`src/design/sbir_pkg.sv`:
```
// ----------------------------------------------------------------------------
// sbir_pkg
// Shared constants and types for the serial boot image receiver.
// ----------------------------------------------------------------------------
package sbir_pkg;

  // default width of the image memory address space
  localparam int unsigned ADDR_BITS_DFLT = 16;

  // reset value of the sync word, first expected byte in the low lane
  localparam logic [31:0] MAGIC_RESET = 32'h3233_5652;

  // receive phases
  localparam logic [1:0] PH_HUNT    = 2'd0;
  localparam logic [1:0] PH_LENGTH  = 2'd1;
  localparam logic [1:0] PH_PAYLOAD = 2'd2;
  localparam logic [1:0] PH_DONE    = 2'd3;

  // last byte position of a four-byte header field
  localparam logic [1:0] HDR_LAST = 2'd3;

  // one result per received byte
  typedef struct packed {
    logic [1:0]  phase_now;
    logic        led_on;
    logic        write_valid;
    logic [15:0] write_addr;
    logic [7:0]  write_data;
    logic        boot_now;
    logic        overflow;
  } result_t;

endpackage

```
`src/design/sbir_core.sv`:
```
// ----------------------------------------------------------------------------
// sbir_core
// Receive state machine: sync hunt, length capture and payload write
// sequencing. Updates its state on each accepted byte and presents the
// matching result combinationally.
// ----------------------------------------------------------------------------
module sbir_core #(
  parameter int unsigned ADDR_BITS = sbir_pkg::ADDR_BITS_DFLT
) (
  input  logic              clk,
  input  logic              rst_n,
  input  logic              advance,
  input  logic [7:0]        rx_byte,
  input  logic [31:0]       magic_word,
  output sbir_pkg::result_t res
);

  logic [1:0]  phase_r, phase_nxt;
  logic [1:0]  header_count_r, header_count_nxt;
  logic [31:0] image_length_r, image_length_nxt;
  logic [31:0] payload_index_r, payload_index_nxt;
  logic        led_r, led_nxt;

  logic [7:0]  want_byte;
  logic [31:0] len_merged;
  logic [31:0] index_inc;
  logic        in_range;

  // byte lane selects for the current header position
  assign want_byte  = magic_word[{header_count_r, 3'b000} +: 8];
  assign len_merged = image_length_r | ({24'd0, rx_byte} << {header_count_r, 3'b000});
  assign index_inc  = payload_index_r + 32'd1;
  assign in_range   = (payload_index_r >> ADDR_BITS) == 32'd0;

  // next state and result for one byte
  always_comb begin
    phase_nxt         = phase_r;
    header_count_nxt  = header_count_r;
    image_length_nxt  = image_length_r;
    payload_index_nxt = payload_index_r;
    led_nxt           = led_r;
    res               = '0;

    unique case (phase_r)
      sbir_pkg::PH_HUNT: begin
        if (rx_byte == want_byte) begin
          led_nxt = 1'b0;
          if (header_count_r == sbir_pkg::HDR_LAST) begin
            header_count_nxt = 2'd0;
            image_length_nxt = 32'd0;
            phase_nxt        = sbir_pkg::PH_LENGTH;
          end else begin
            header_count_nxt = header_count_r + 2'd1;
          end
        end else begin
          // mismatch: restart, byte is not retried as a first sync byte
          header_count_nxt = 2'd0;
          led_nxt          = 1'b1;
        end
      end
      sbir_pkg::PH_LENGTH: begin
        image_length_nxt = len_merged;
        if (header_count_r == sbir_pkg::HDR_LAST) begin
          header_count_nxt  = 2'd0;
          payload_index_nxt = 32'd0;
          // empty or negative image boots at once
          if ($signed(len_merged) <= 0) begin
            phase_nxt    = sbir_pkg::PH_DONE;
            res.boot_now = 1'b1;
          end else begin
            phase_nxt = sbir_pkg::PH_PAYLOAD;
          end
        end else begin
          header_count_nxt = header_count_r + 2'd1;
        end
      end
      sbir_pkg::PH_PAYLOAD: begin
        if (in_range) begin
          res.write_valid = 1'b1;
          res.write_addr  = payload_index_r[15:0];
          res.write_data  = rx_byte;
        end else begin
          res.overflow = 1'b1;
        end
        payload_index_nxt = index_inc;
        if (index_inc >= image_length_r) begin
          phase_nxt    = sbir_pkg::PH_DONE;
          res.boot_now = 1'b1;
        end
      end
      sbir_pkg::PH_DONE: begin
        // later bytes are ignored
      end
      default: begin
      end
    endcase

    res.phase_now = phase_nxt;
    res.led_on    = led_nxt;
  end

  // state registers
  always_ff @(posedge clk) begin
    if (!rst_n) begin
      phase_r         <= sbir_pkg::PH_HUNT;
      header_count_r  <= 2'd0;
      image_length_r  <= 32'd0;
      payload_index_r <= 32'd0;
      led_r           <= 1'b1;
    end else if (advance) begin
      phase_r         <= phase_nxt;
      header_count_r  <= header_count_nxt;
      image_length_r  <= image_length_nxt;
      payload_index_r <= payload_index_nxt;
      led_r           <= led_nxt;
    end
  end

endmodule

```
`src/design/serial_boot_image_receiver.sv`:
```
// ----------------------------------------------------------------------------
// serial_boot_image_receiver
// Hunts for a sync word on a serial byte stream, reads a signed little-endian
// image length and emits one memory write request per in-range payload byte.
// ----------------------------------------------------------------------------
//
//  channel | direction | handshake             | payload
//  --------+-----------+-----------------------+---------------------------------
//  in      | input     | in_valid / in_ready   | in_rx_byte
//  out     | output    | out_valid / out_ready | phase, led, write, boot, overflow
//  cfg     | input     | cfg_valid / cfg_ready | cfg_data (sync word)
//
//  One byte per cycle while out_ready keeps up: the state update is a single
//  pass from the state registers into the output register, and a new request
//  can enter each cycle. Results show on out_* in the cycle after acceptance.
//  Synchronous reset returns to sync hunt with the led on; no clearing pass.
//  While a result waits, in_ready follows out_ready; cfg_ready is always high.
//
module serial_boot_image_receiver #(
  parameter int unsigned ADDR_BITS = sbir_pkg::ADDR_BITS_DFLT
) (
  input  logic        clk,
  input  logic        rst_n,
  // byte input
  input  logic        in_valid,
  output logic        in_ready,
  input  logic [7:0]  in_rx_byte,
  // result output
  output logic        out_valid,
  input  logic        out_ready,
  output logic [1:0]  out_phase_now,
  output logic        out_led_on,
  output logic        out_write_valid,
  output logic [15:0] out_write_addr,
  output logic [7:0]  out_write_data,
  output logic        out_boot_now,
  output logic        out_overflow,
  // sync word write
  input  logic        cfg_valid,
  output logic        cfg_ready,
  input  logic [31:0] cfg_data
);

  logic [31:0]       magic_r;
  logic              out_valid_r;
  sbir_pkg::result_t out_r;
  sbir_pkg::result_t res;
  logic              accept;

  assign in_ready  = !out_valid_r || out_ready;
  assign accept    = in_valid && in_ready;
  assign cfg_ready = 1'b1;

  // sync word register
  always_ff @(posedge clk) begin
    if (!rst_n) begin
      magic_r <= sbir_pkg::MAGIC_RESET;
    end else if (cfg_valid) begin
      magic_r <= cfg_data;
    end
  end

  sbir_core #(
    .ADDR_BITS (ADDR_BITS)
  ) u_core (
    .clk        (clk),
    .rst_n      (rst_n),
    .advance    (accept),
    .rx_byte    (in_rx_byte),
    .magic_word (magic_r),
    .res        (res)
  );

  // output register
  always_ff @(posedge clk) begin
    if (!rst_n) begin
      out_valid_r <= 1'b0;
    end else if (accept) begin
      out_valid_r <= 1'b1;
    end else if (out_ready) begin
      out_valid_r <= 1'b0;
    end
  end

  always_ff @(posedge clk) begin
    if (accept) begin
      out_r <= res;
    end
  end

  assign out_valid       = out_valid_r;
  assign out_phase_now   = out_r.phase_now;
  assign out_led_on      = out_r.led_on;
  assign out_write_valid = out_r.write_valid;
  assign out_write_addr  = out_r.write_addr;
  assign out_write_data  = out_r.write_data;
  assign out_boot_now    = out_r.boot_now;
  assign out_overflow    = out_r.overflow;

  // a byte is either written or dropped, never both
  a_write_xor_ovf: assert property (@(posedge clk) disable iff (!rst_n)
    out_valid |-> !(out_write_valid && out_overflow))
    else $error("write and overflow flagged on the same byte");

  // results without a write request carry zero address and data
  a_idle_fields_zero: assert property (@(posedge clk) disable iff (!rst_n)
    (out_valid && !out_write_valid) |-> (out_write_addr == 16'd0 && out_write_data == 8'd0))
    else $error("address or data nonzero without a write");

  // boot only lands in the done phase
  a_boot_done: assert property (@(posedge clk) disable iff (!rst_n)
    (out_valid && out_boot_now) |-> (out_phase_now == sbir_pkg::PH_DONE))
    else $error("boot raised outside the done phase");

  // writes only come from payload bytes
  a_write_phase: assert property (@(posedge clk) disable iff (!rst_n)
    (out_valid && (out_write_valid || out_overflow)) |->
      (out_phase_now == sbir_pkg::PH_PAYLOAD || out_phase_now == sbir_pkg::PH_DONE))
    else $error("write request outside payload reception");

endmodule

```
`config.mk`:
```
export PLATFORM = sky130hd
export DESIGN_NAME = serial_boot_image_receiver
export DESIGN_NICKNAME = d
export VERILOG_FILES = /design/src/design/sbir_pkg.sv /design/src/design/sbir_core.sv /design/src/design/serial_boot_image_receiver.sv
export SDC_FILE = /design/constraint.sdc
export NUM_CORES = 1
export LEC_CHECK = 0
export ABC_AREA = 1
export ABC_CLOCK_PERIOD_IN_PS = 2900
export BUFFER_PORTS_ARGS = -buffer_cell sky130_fd_sc_hd__buf_4
export CORE_ASPECT_RATIO = 1.5
export CORE_UTILIZATION = 52
export DETAILED_ROUTE_END_ITERATION = 10
export PLACE_DENSITY_LB_ADDON = 0.2
export SKIP_CTS_REPAIR_TIMING = 1
export SKIP_LAST_GASP = 1
export SLEW_MARGIN = 20
export SYNTH_ARGS = -nofsm -noshare
export SYNTH_HDL_FRONTEND = slang
export SYNTH_SLANG_ARGS = --single-unit
export TNS_END_PERCENT = 100
```
`constraint.sdc`:
```
create_clock -name clk -period 2.9 [get_ports clk]
set_input_delay 0.435 -clock clk [delete_from_list [all_inputs] [get_ports clk]]
set_output_delay 0.435 -clock clk [all_outputs]
set_load 0.02 [all_outputs]
```
==> results.toml <==
[clock_network]
h-tree-depth = 4
cts.sinks = 132
cts_tree = "yes"
worstSkewPairLatency_ns = 0.42
ctsLongestPathBuffers = 2
cts_root_buf = "clkbuf_16"
clkTransAtPathRegs_ns = 0.06
cts_buffers = 17

[finish]
fin_nets = 1297
drive_gt1_frac = 0.2062
syn2layout_area_growth_pct = 28.97
antenna_cells = 0
fillers = 1172
layout_common_cells = "nand2_1 (282), buf_4 (167), inv_1 (130)"
final_common_cell = "nand2_1"
multiInputGateArea_mm2 = 0.003963
seqCellArea_mm2 = 0.002954

[timing]
layout_setup_ws_ns = -0.2364
tns_ns = -0.6698
tightestPinTransition_ns = 0.9145
finClkSkew_ns = 0.008275
finalCritPeriodShare = 1.082
fin_crit_ns = 3.136
final-hold-violation-count = 0
fmax_ghz = 0.3188
finalMaxSlewViolations = 0
relSlewSlack = 0.3896
finalSetupViolations = 3
rsz0062_at_grt = "yes"

[run_status]
status = "finished with violations"
violations = "setup timing"

[synth]
ys.flop_type = "dfxtp_1"
synth_cell_types = 35
syn_area_mm2 = 0.007403
syn_nets = 1156
synth_edf_count = 30
synth.yosys.seq_area_share = 0.3975
synth_top_area_cell = "dfxtp_1"
ys_ff_latch = 132
async_flop_share = 0
yosys_warnings = 0
synth.top_cells.by_area = "dfxtp_1 (28%), nand2_1 (15%), edfxtp_1 (12%)"
syn_inst = 1073
synth_top_cell_area_share = 0.2758
avgSynthCellArea_um2 = 6.900

[setup_path]
crit_path_start_kind = "flip-flop"
arrival_ns = 3.49
path_class = "flip-flop to flip-flop"
crit_top_cell = "nor2_4"
end_kind = "flip-flop"
cp_max_fo = 3
cp_slowest_cell = "dfxtp_4"
worst_ep_required_time_ns = 3.26
path_cells = "ha_4, nand3_4, nor2_4, nand2_2, nor2_4, nand3_2, nor2_4, nand2_4, nor2_4, nand2_2, xor2_2, ha_1, nand2_1, nor2_2, nand4_1, nor2_1, nand2_1, a21oi_4, nor2_4, nand3_2, nand2_2, a21oi_2"
cpPeakStageDelay_ns = 0.37
regToRegSetupSlack_ns = -0.24

[routing]
drt-pass1-iter-count = 5
drt_wl_total_um = 21170
vias = 7487
first_iter_violations = 391
viasPerCell = 5.379
ant_nets = 0
drt-wirelength-per-cell_um = 15.21
remaining_drc_errors = 0

[floorplan]
num_rows = 53
coreArea_mm2 = 0.01393
die_h_um = 148.1
die_w_um = 99.43
die_area_mm2 = 0.01473
ioPinCount = 78
start_util = 0.5316

[grt]
grtUsageTotal = 0.2847
grt_max_degree = 57
grt_pass1_vias = 7055
antenna_found_initial = 0
grt-ovfl-total = 0
grt_pass1_wl_um = 32660

[worst_hold_path]
min_path_type = "primary input to flip-flop"

[power_and_ir_drop]
ir_drop_v = 0.0004056
cellPowerDensity_mw_per_mm2 = 513.7
p_leak_nw = 4.384

[placement]
io_buffers = 76
routabilityCongestion = 0.9206
hpwl_um = 14650
place_ws_ns = -0.4202

[flow_run]
drv_cap = 0
[cells by family after synthesis]
kind of cell               after synthesis  share of synthesized area
DFF                                    132                     0.3975
and+or+nand+nor                        561                     0.3150
AOI/OAI and AO/OA                      130                    0.09160
buffers and inverters                  186                     0.1016
xor gates and xnor gates                25                    0.02958
adders and majority gates               38                    0.06422
other                                    1                  0.0005065
[power by group]
group	switching [mW]	internal (mW)
Combinational	0.410	0.213
Sequential	0.0329	1.95
Clock	0.850	1.45
Total	1.29	3.61
[worst max-delay path, delay by kind of cell (launching register included)]
family / cells / cell delay (ns)
xor gates and xnor gates: 1 / 0.18
adders and majority gates: 2 / 0.43
and+or+nand+nor: 17 / 1.75
DFF: 1 / 0.37
AOI/OAI and AO/OA: 2 / 0.35
[routing by layer]
layer | wire, um | GRT usage | vias up
li1 | - | - | 3717
met1 | 7824 | 0.2886 | 3453
met2 | 11070 | 0.5243 | 237
met3 | 904 | 0.04840 | 80
met4 | 1372 | 0.1971 | 0
met5 | 0 | 0 | -
[worst paths after layout]
kind / start / endpoint / cells past startpoint
setup / recovery: u_core.payload_index_r[1] / u_core.phase_r[0] / 22
hold / removal: cfg_data[20] / magic_r[20] / 3
setup reg to reg: u_core.payload_index_r[1] / u_core.phase_r[0] / 22
hold reg to reg: magic_r[6] / magic_r[6] / 2
[Yosys cell counts (all sizes together) (4+ instances only)]
master  instances
a21oi          81
a22oi           4
buf            18
clkbuf         28
dfxtp         102
edfxtp         30
ha             38
inv           137
nand2         289
nand3         105
nand4          12
nor2          133
nor3           11
nor4            9
o21ai          37
xor2           24
[sequential cells by signal, summed over array words and instances, names as in the netlist, 2 cells and up]
name	cells
out_write_addr	16
u_core.phase_r	2
u_core.header_count_r	2
out_phase_now	2
u_core.image_length_r	32
magic_r	32
out_write_data	8
u_core.payload_index_r	32
[cell type report]
class | instances | area share
multi-input cells | 755 | 0.4150
well taps | 165 | 0.02162
flip-flops and latches | 132 | 0.3094
clock inverters | 15 | 0.02084
inverters | 140 | 0.05517
clock buffers | 17 | 0.04456
repair buffers | 168 | 0.1334
[per-stage QoR]
step / instance area, um2 / util / hold WS (ns) / total power, mW / std cells
after floorplan: 7403 / - / 0.4287 / 2.417 / 1073
after global placement: 8606 / 0.6180 / 0.4380 / 2.616 / 1353
after detailed placement: 8606 / 0.6180 / 0.4423 / 2.623 / 1353
after CTS: 9230 / 0.6628 / 0.2117 / 4.913 / 1385
after global routing: 9548 / 0.6856 / 0.2194 / 5.077 / 1392
final: 9548 / 0.6856 / 0.2211 / 4.905 / 1392
(Power assumes the default switching activity.)
